===== config.mk =====
export PLATFORM = sky130hd
export DESIGN_NAME = zipmap_stream_parser
export DESIGN_NICKNAME = d
export VERILOG_FILES = /design/src/design/zmp_pkg.sv /design/src/design/zipmap_stream_parser.sv /design/src/design/zmp_fifo.sv /design/src/design/zmp_front.sv /design/src/design/zmp_back.sv
export SDC_FILE = /design/constraint.sdc
export NUM_CORES = 1
export LEC_CHECK = 0
export BUFFER_PORTS_ARGS = -buffer_cell sky130_fd_sc_hd__buf_2
export CAP_MARGIN = 15
export CELL_PAD_IN_SITES_DETAIL_PLACEMENT = 0
export CELL_PAD_IN_SITES_GLOBAL_PLACEMENT = 1
export CORE_UTILIZATION = 45
export DETAILED_ROUTE_END_ITERATION = 12
export HOLD_SLACK_MARGIN = 0.06
export PLACE_DENSITY_LB_ADDON = 0.1
export SLEW_MARGIN = 20
export SYNTH_ARGS = -nofsm -noshare
export SYNTH_HDL_FRONTEND = slang
export SYNTH_HIERARCHICAL = 1
export SYNTH_SLANG_ARGS = --single-unit

===== constraint.sdc =====
create_clock -name clk -period 6.1 [get_ports clk]
set_input_delay 0.915 -clock clk [delete_from_list [all_inputs] [get_ports clk]]
set_output_delay 0.915 -clock clk [all_outputs]
set_load 0.005 [all_outputs]

===== src/design/zmp_pkg.sv =====
// Shared types and constants for the zipmap stream parser.
// Used by the top level, front end and back end; depends on nothing.
`timescale 1ns / 1ps

package zmp_pkg;

  localparam int LENGTH_BITS_DEF = 32;
  localparam int MID_DEPTH_DEF   = 2;
  localparam int OUT_DEPTH_DEF   = 2;

  localparam logic [7:0] END_MARK = 8'hFF;
  localparam logic [7:0] BAD_MARK = 8'hFE;
  localparam logic [7:0] BIG_MARK = 8'hFD;

  localparam logic [1:0] KIND_KEY   = 2'd0;
  localparam logic [1:0] KIND_VALUE = 2'd1;
  localparam logic [1:0] KIND_END   = 2'd2;
  localparam logic [1:0] KIND_ERROR = 2'd3;

  localparam logic [1:0] ERR_NONE   = 2'd0;
  localparam logic [1:0] ERR_PREFIX = 2'd1;
  localparam logic [1:0] ERR_NO_MAP = 2'd2;

  typedef struct packed {
    logic [7:0] data_in;
    logic       start_req;
  } item_t;

  typedef struct packed {
    logic [7:0]  data_out;
    logic [1:0]  kind;
    logic        first_of_string;
    logic        last_of_string;
    logic        empty_string;
    logic [31:0] string_length;
    logic [1:0]  error_code;
  } result_t;

  // Classified input byte, as queued between front and back.
  typedef struct packed {
    logic [7:0] data;
    logic       start;
    logic       is_end;
    logic       is_bad;
    logic       is_big;
  } mid_word_t;

endpackage


===== src/design/zipmap_stream_parser.sv =====
// Top level of the zipmap stream parser: front classifier, mid queue,
// parse back end and result queue. Depends on zmp_pkg, zmp_front,
// zmp_fifo and zmp_back.
//
// Usage:
//   Input channel is a queue write port: a byte word (data_in, start_req)
//   is taken at a clock edge with push high and full low. start_req marks
//   the count header of a new map and gives no result.
//   Result channel is a queue read port: while empty is low the oldest
//   result is on result; it is taken at an edge with pop high.
//   Each byte gives zero or one result word.
// Throughput: one byte per cycle, sustained, while results are popped;
//   the parse state machine decides each byte combinationally.
// Path: a taken byte is registered in the mid queue, decided by the back
//   end as it leaves that queue and registered in the result queue.
// Stall: when pop stays low the result queue fills, the back end halts,
//   then the mid queue fills and full rises. No word is lost.
// Reset: synchronous rst empties both queues and leaves no map open;
//   any byte without start_req then gives a no-map error.
`timescale 1ns / 1ps

module zipmap_stream_parser #(
  parameter int LENGTH_BITS = zmp_pkg::LENGTH_BITS_DEF,
  parameter int MID_DEPTH   = zmp_pkg::MID_DEPTH_DEF,
  parameter int OUT_DEPTH   = zmp_pkg::OUT_DEPTH_DEF
) (
  input  logic             clk,
  input  logic             rst,
  input  logic             push,
  output logic             full,
  input  zmp_pkg::item_t   item,
  input  logic             pop,
  output logic             empty,
  output zmp_pkg::result_t result
);

  localparam int MID_W = $bits(zmp_pkg::mid_word_t);
  localparam int RES_W = $bits(zmp_pkg::result_t);

  zmp_pkg::mid_word_t front_word;
  zmp_pkg::mid_word_t mid_word;
  logic [MID_W-1:0]   mid_bits;
  logic               mid_empty;
  logic               out_full;
  logic               fire;
  logic               res_valid;
  zmp_pkg::result_t   res;
  logic [RES_W-1:0]   out_bits;

  zmp_front u_front (
    .item (item),
    .word (front_word)
  );

  zmp_fifo #(
    .WIDTH (MID_W),
    .DEPTH (MID_DEPTH)
  ) u_mid_q (
    .clk     (clk),
    .rst     (rst),
    .wr_en   (push && !full),
    .wr_data (front_word),
    .rd_en   (fire),
    .rd_data (mid_bits),
    .full    (full),
    .empty   (mid_empty)
  );

  assign mid_word = zmp_pkg::mid_word_t'(mid_bits);
  assign fire     = !mid_empty && !out_full;

  zmp_back #(
    .LENGTH_BITS (LENGTH_BITS)
  ) u_back (
    .clk       (clk),
    .rst       (rst),
    .fire      (fire),
    .word      (mid_word),
    .res_valid (res_valid),
    .res       (res)
  );

  zmp_fifo #(
    .WIDTH (RES_W),
    .DEPTH (OUT_DEPTH)
  ) u_out_q (
    .clk     (clk),
    .rst     (rst),
    .wr_en   (fire && res_valid),
    .wr_data (res),
    .rd_en   (pop && !empty),
    .rd_data (out_bits),
    .full    (out_full),
    .empty   (empty)
  );

  assign result = zmp_pkg::result_t'(out_bits);

endmodule


===== src/design/zmp_fifo.sv =====
// Small register queue of packed words.
// Generic; used by the top level for the mid and result queues.
`timescale 1ns / 1ps

module zmp_fifo #(
  parameter int WIDTH = 8,
  parameter int DEPTH = 2
) (
  input  logic             clk,
  input  logic             rst,
  input  logic             wr_en,
  input  logic [WIDTH-1:0] wr_data,
  input  logic             rd_en,
  output logic [WIDTH-1:0] rd_data,
  output logic             full,
  output logic             empty
);

  localparam int AW = (DEPTH > 1) ? $clog2(DEPTH) : 1;
  localparam int CW = $clog2(DEPTH + 1);

  logic [WIDTH-1:0] mem [DEPTH];
  logic [AW-1:0]    wr_ptr;
  logic [AW-1:0]    rd_ptr;
  logic [CW-1:0]    count;

  assign full    = (count == CW'(DEPTH));
  assign empty   = (count == '0);
  assign rd_data = mem[rd_ptr];

  always_ff @(posedge clk) begin
    if (wr_en) begin
      mem[wr_ptr] <= wr_data;
    end
  end

  always_ff @(posedge clk) begin
    if (rst) begin
      wr_ptr <= '0;
      rd_ptr <= '0;
      count  <= '0;
    end else begin
      if (wr_en) begin
        wr_ptr <= (wr_ptr == AW'(DEPTH - 1)) ? '0 : wr_ptr + 1'b1;
      end
      if (rd_en) begin
        rd_ptr <= (rd_ptr == AW'(DEPTH - 1)) ? '0 : rd_ptr + 1'b1;
      end
      if (wr_en && !rd_en) begin
        count <= count + 1'b1;
      end else if (rd_en && !wr_en) begin
        count <= count - 1'b1;
      end
    end
  end

endmodule


===== src/design/zmp_front.sv =====
// Front end: classifies each incoming byte against the prefix marks.
// Depends on zmp_pkg.
`timescale 1ns / 1ps

module zmp_front (
  input  zmp_pkg::item_t     item,
  output zmp_pkg::mid_word_t word
);

  always_comb begin
    word.data   = item.data_in;
    word.start  = item.start_req;
    word.is_end = (item.data_in == zmp_pkg::END_MARK);
    word.is_bad = (item.data_in == zmp_pkg::BAD_MARK);
    word.is_big = (item.data_in == zmp_pkg::BIG_MARK);
  end

endmodule


===== src/design/zmp_back.sv =====
// Back end: parse state machine, one classified byte per cycle while fire is high.
// Depends on zmp_pkg.
`timescale 1ns / 1ps

module zmp_back #(
  parameter int LENGTH_BITS = zmp_pkg::LENGTH_BITS_DEF
) (
  input  logic               clk,
  input  logic               rst,
  input  logic               fire,
  input  zmp_pkg::mid_word_t word,
  output logic               res_valid,
  output zmp_pkg::result_t   res
);

  localparam logic [2:0] PH_IDLE   = 3'd0;
  localparam logic [2:0] PH_LEN    = 3'd1;
  localparam logic [2:0] PH_BIGLEN = 3'd2;
  localparam logic [2:0] PH_FREE   = 3'd3;
  localparam logic [2:0] PH_DATA   = 3'd4;
  localparam logic [2:0] PH_PAD    = 3'd5;

  logic [2:0]             phase, phase_next;
  logic [31:0]            accum, accum_next;
  logic [1:0]             bcnt, bcnt_next;
  logic [LENGTH_BITS-1:0] remaining, remaining_next;
  logic [LENGTH_BITS-1:0] slen, slen_next;
  logic [7:0]             pad, pad_next;
  logic                   in_value, in_value_next;

  logic                   known;
  logic [LENGTH_BITS-1:0] known_len;
  logic [31:0]            big_full;
  logic                   big_ovf;
  logic [LENGTH_BITS-1:0] big_sat;

  always_comb begin
    big_full = accum | (32'(word.data) << {bcnt, 3'b000});
    big_ovf  = ((big_full >> LENGTH_BITS) != 32'd0);
    big_sat  = big_ovf ? '1 : big_full[LENGTH_BITS-1:0];
  end

  always_comb begin
    phase_next     = phase;
    accum_next     = accum;
    bcnt_next      = bcnt;
    remaining_next = remaining;
    slen_next      = slen;
    pad_next       = pad;
    in_value_next  = in_value;
    known          = 1'b0;
    known_len      = '0;
    res            = '0;
    res_valid      = 1'b0;

    if (word.start) begin
      // header (count) byte: restart, no result
      phase_next     = PH_LEN;
      in_value_next  = 1'b0;
      bcnt_next      = '0;
      remaining_next = '0;
      pad_next       = '0;
    end else if (phase == PH_IDLE) begin
      res_valid      = 1'b1;
      res.kind       = zmp_pkg::KIND_ERROR;
      res.error_code = zmp_pkg::ERR_NO_MAP;
    end else begin
      unique case (phase)
        PH_LEN: begin
          if (word.is_end && !in_value) begin
            phase_next     = PH_IDLE;
            in_value_next  = 1'b0;
            remaining_next = '0;
            pad_next       = '0;
            bcnt_next      = '0;
            res_valid      = 1'b1;
            res.kind       = zmp_pkg::KIND_END;
          end else if (word.is_end || word.is_bad) begin
            phase_next     = PH_IDLE;
            in_value_next  = 1'b0;
            remaining_next = '0;
            pad_next       = '0;
            bcnt_next      = '0;
            res_valid      = 1'b1;
            res.kind       = zmp_pkg::KIND_ERROR;
            res.error_code = zmp_pkg::ERR_PREFIX;
          end else if (word.is_big) begin
            accum_next = '0;
            bcnt_next  = '0;
            phase_next = PH_BIGLEN;
          end else begin
            known     = 1'b1;
            known_len = LENGTH_BITS'(word.data);
          end
        end
        PH_BIGLEN: begin
          // little-endian length, one byte lane per cycle while fire is high
          accum_next = big_full;
          bcnt_next  = bcnt + 2'd1;
          if (bcnt == 2'd3) begin
            known     = 1'b1;
            known_len = big_sat;
          end
        end
        PH_FREE: begin
          pad_next = word.data;
          if (remaining != '0) begin
            phase_next = PH_DATA;
          end else begin
            in_value_next = 1'b0;
            phase_next    = (word.data != 8'd0) ? PH_PAD : PH_LEN;
          end
        end
        PH_DATA: begin
          res_valid           = 1'b1;
          res.data_out        = word.data;
          res.kind            = in_value ? zmp_pkg::KIND_VALUE : zmp_pkg::KIND_KEY;
          res.first_of_string = (remaining == slen);
          res.last_of_string  = (remaining == LENGTH_BITS'(1));
          res.string_length   = 32'(slen);
          remaining_next      = remaining - 1'b1;
          if (remaining == LENGTH_BITS'(1)) begin
            if (in_value) begin
              in_value_next = 1'b0;
              phase_next    = (pad != 8'd0) ? PH_PAD : PH_LEN;
            end else begin
              in_value_next = 1'b1;
              phase_next    = PH_LEN;
            end
          end
        end
        PH_PAD: begin
          pad_next = pad - 8'd1;
          if (pad == 8'd1) begin
            phase_next = PH_LEN;
          end
        end
        default: begin
          phase_next     = PH_IDLE;
          in_value_next  = 1'b0;
          remaining_next = '0;
          pad_next       = '0;
          bcnt_next      = '0;
          res_valid      = 1'b1;
          res.kind       = zmp_pkg::KIND_ERROR;
          res.error_code = zmp_pkg::ERR_NO_MAP;
        end
      endcase

      if (known) begin
        slen_next      = known_len;
        remaining_next = known_len;
        if (in_value) begin
          phase_next = PH_FREE;
          if (known_len == '0) begin
            res_valid        = 1'b1;
            res.kind         = zmp_pkg::KIND_VALUE;
            res.empty_string = 1'b1;
          end
        end else if (known_len == '0) begin
          in_value_next    = 1'b1;
          phase_next       = PH_LEN;
          res_valid        = 1'b1;
          res.kind         = zmp_pkg::KIND_KEY;
          res.empty_string = 1'b1;
        end else begin
          phase_next = PH_DATA;
        end
      end
    end
  end

  always_ff @(posedge clk) begin
    if (rst) begin
      phase     <= PH_IDLE;
      bcnt      <= '0;
      remaining <= '0;
      pad       <= '0;
      in_value  <= 1'b0;
    end else if (fire) begin
      phase     <= phase_next;
      bcnt      <= bcnt_next;
      remaining <= remaining_next;
      pad       <= pad_next;
      in_value  <= in_value_next;
    end
  end

  always_ff @(posedge clk) begin
    if (fire) begin
      accum <= accum_next;
      slen  <= slen_next;
    end
  end

`ifndef SYNTHESIS
  a_bcnt_only_biglen: assert property (@(posedge clk) disable iff (rst)
    bcnt != 2'd0 |-> phase == PH_BIGLEN)
    else $error("length byte count set outside big length phase");

  a_data_has_bytes: assert property (@(posedge clk) disable iff (rst)
    phase == PH_DATA |-> remaining != '0)
    else $error("data phase with no bytes left");

  a_pad_has_bytes: assert property (@(posedge clk) disable iff (rst)
    phase == PH_PAD |-> pad != 8'd0)
    else $error("padding phase with no padding left");

  a_key_end_to_value: assert property (@(posedge clk) disable iff (rst)
    fire && !word.start && phase == PH_DATA && !in_value &&
    remaining == LENGTH_BITS'(1) |=> phase == PH_LEN && in_value)
    else $error("key end did not switch to value length");

  a_idle_error: assert property (@(posedge clk) disable iff (rst)
    fire && !word.start && phase == PH_IDLE |->
    res_valid && res.error_code == zmp_pkg::ERR_NO_MAP)
    else $error("byte without open map not flagged");
`endif

endmodule

==> metrics <==
status=finished clean; Syn-to-layout area delta=12.02%; syn nets=994; Vias=7786; EDFF count, synth=182; critical path type=reg -> reg; post-DP HPWL=20.41 mm; I/O Buffers=61; pin count of the biggest net entering global routing=57; # setup viols final=0; max-slew violation count=0; Syn Area/Cell=11.52 µm²; Max IR drop VDD=0.0002216 V; gpl congestion=0.8477; Top FF cell, synth=edfxtp_1; final WL=29.26 mm; final worst path period need=4.098 ns; max-cap violation count=0; Post-Syn Area=0.01121 mm²; most common cell after layout, fill and taps aside=edfxtp_1; async set or reset register ratio after synthesis=0%; Antenna diodes=0; grt met2 use=33.92%; Synth Warn #=6; Core ar.=0.02439 mm²; setup TNS=0 ns; height of the die=159.8 µm; most frequent cells in the layout=edfxtp_1 (182), nor2_1 (133), a21oi_1 (79); first-pass GRT wire length=44.95 mm; Seq/Total Area, Yosys=58.76%; worst-case clock skew=0.008111 ns; CTS tree=yes; pwr/cell area=365.3 mW/mm²; initial antenna violation count=0; critical-path cell list=mux2_2 > or3_1 > nor3_1 > o21ai_1 > or2_2 > a21oi_1 > nor3b_2 > nor2b_4 > buf_4; Max clock buf depth=3; Inserted Clock Buffers=26; actual slew at the worst max-slew pin=1.155 ns; vias in the first global route=7489; DRT Pass-1 Iters=5; hold depth=2; Starting DRT DRC Count=733; # nets final=1029; drt via density=5.763; RR Endpoint=u_out_q/mem[0][20]$_DFFE_PP_; #FFs+latches synth=238; full die area=0.02555 mm²; share of layout cells above drive strength 1=19.67%; Register Area=0.006588 mm²; met1 GRT Util=35.29%; fin worst setup slack=2.002 ns; DRC Markers=0; Hold Path Sink=u_mid_q/count[1]$_SDFFE_PP0P_; fill count=2198; clk slew on worst S/H paths=0.06 ns; met3 usage=2.805%; Initial Utilization=45.96%; Rows=57; R2R depth=9; Hold Startpoint=u_mid_q/count[1]$_SDFFE_PP0P_; post-place setup slack=1.830 ns; final hold vios=0; cts repair resizes=0; Tcrit/Tclk final=67.18%; Worst setup EP type=flip-flop; slowest library cell on the worst path=dfxtp_1; Hold Crit Class=reg -> reg; H-tree depth=1; Worst EP arrival=4.26 ns; root buf cell=clkbuf_16; num ports=62; Yosys cell types=71; post-layout util=51.48%; clk sinks=238; slowest stage delay, CP=0.67 ns; GRT Overall Usage=22.92%; Worst setup SP type=flip-flop; worst reg-to-reg setup slack=2.00 ns; Worst Hold Slack=0.4952 ns; Routed Antenna Nets=0; Routed wire per std cell=21.65 µm; Setup Fix Bufs, Post-CTS=0; static leakage=4.492 nW; # hold bufs at CTS=0; f_max=244.0 MHz; grt ovf=0; Multi-input gate area=0.004247 mm²; crit-path max FO=42; Die W=159.8 µm; RSZ-0062 raised after global routing=false; most used routing layer=met1; slew margin rel.=22.91%; Worst Path Required=6.26 ns; clk_lat worst skew=0.53 ns; Final Power=4.587 mW; Post-Synthesis Cells=973
registers in the layout, indices dropped and copies added, names as in the netlist, named ones only:
name and flops:
u_back/remaining 32, u_out_q/count 2, u_mid_q/rd_ptr 1, u_back/pad 8, u_mid_q/wr_ptr 1, u_out_q/mem 94
u_mid_q/mem 24, u_mid_q/count 2, u_out_q/wr_ptr 1, u_back/accum 32, u_back/phase 3, u_back/bcnt 2
u_out_q/rd_ptr 1, u_back/in_value 1, u_back/slen 32
critical path: cells and delay by family (launching register included):
kind | cells | cell delay (ns)
simple gates | 5 | 1.77
flops | 1 | 0.67
buf+inv | 1 | 0.50
mux | 1 | 0.43
compound gates | 2 | 0.32
metrics by stage:
step           instances  instance area [µm²]
2_1_floorplan        973                11210
3_3_place_gp        1304                11720
3_5_place_dp        1304                11720
4_1_cts             1351                12550
5_1_grt             1351                12560
6_report            1351                12560
how the worst max path moves through the flow:
stage	start	depth (start not counted)	end
3_3_place_gp	flip-flop	8	u_out_q/mem[1][21]$_DFFE_PP_
2_1_floorplan	flip-flop	10	u_out_q/mem[0][0]$_DFFE_PP_
6_report	flip-flop	9	u_out_q/mem[0][20]$_DFFE_PP_
4_1_cts	flip-flop	8	u_out_q/mem[1][29]$_DFFE_PP_
3_5_place_dp	flip-flop	8	u_out_q/mem[1][21]$_DFFE_PP_
5_1_grt	flip-flop	9	u_out_q/mem[0][20]$_DFFE_PP_
where the power goes:
part | internal (mW) | switching [mW] | total [mW]
clock | 0.897 | 0.618 | 1.51
sequential | 1.97 | 0.0822 | 2.05
combinational | 0.416 | 0.609 | 1.03
total | 3.28 | 1.31 | 4.59
per-layer routing:
metal  up-vias  wire (µm)  share of wire, %
li1       3680          -                 -
met1      3813      14580                50
met2       247      12410                42
met3        46       1524               5.2
met4         0        735               2.5
met5         -          0                 0
cell usage after synthesis, drive strengths merged (13+ instances only):
cell / number / area share (%)
nor2: 134 / 4.6
nor3: 22 / 1.2
o21ai: 51 / 2.3
mux2: 59 / 5.9
clkbuf: 44 / 1.5
a21oi: 79 / 3.5
inv: 20 / 0.67
xor2: 28 / 2.2
dfxtp: 56 / 10
buf: 23 / 1.4
xnor2: 20 / 1.6
nor2b: 13 / 0.73
edfxtp: 182 / 49
nor4: 19 / 1.3
and3: 44 / 2.5
nand2: 23 / 0.77
layout make-up:
class,instances,area share [%]
sequential,238,52.46
multi-input combinational,647,33.82
clock buffer,36,5.969
tap,324,3.228
timing repair buffer,74,3.208
clock inverter,11,0.6875
inverter,21,0.6277
kinds of logic after synthesis:
logic type                 count (synthesis)  share of synthesized area, %
and+or+nand+nor                          321                         15.07
muxes                                     61                         6.106
buffers and inverters                     88                         3.583
DFF                                      238                         58.76
adders and majority gates                  8                        0.8930
AOI/OAI and AO/OA                        209                         11.84
xor gates and xnor gates                  48                         3.750
Note: power is estimated with default switching activity, not from simulation.
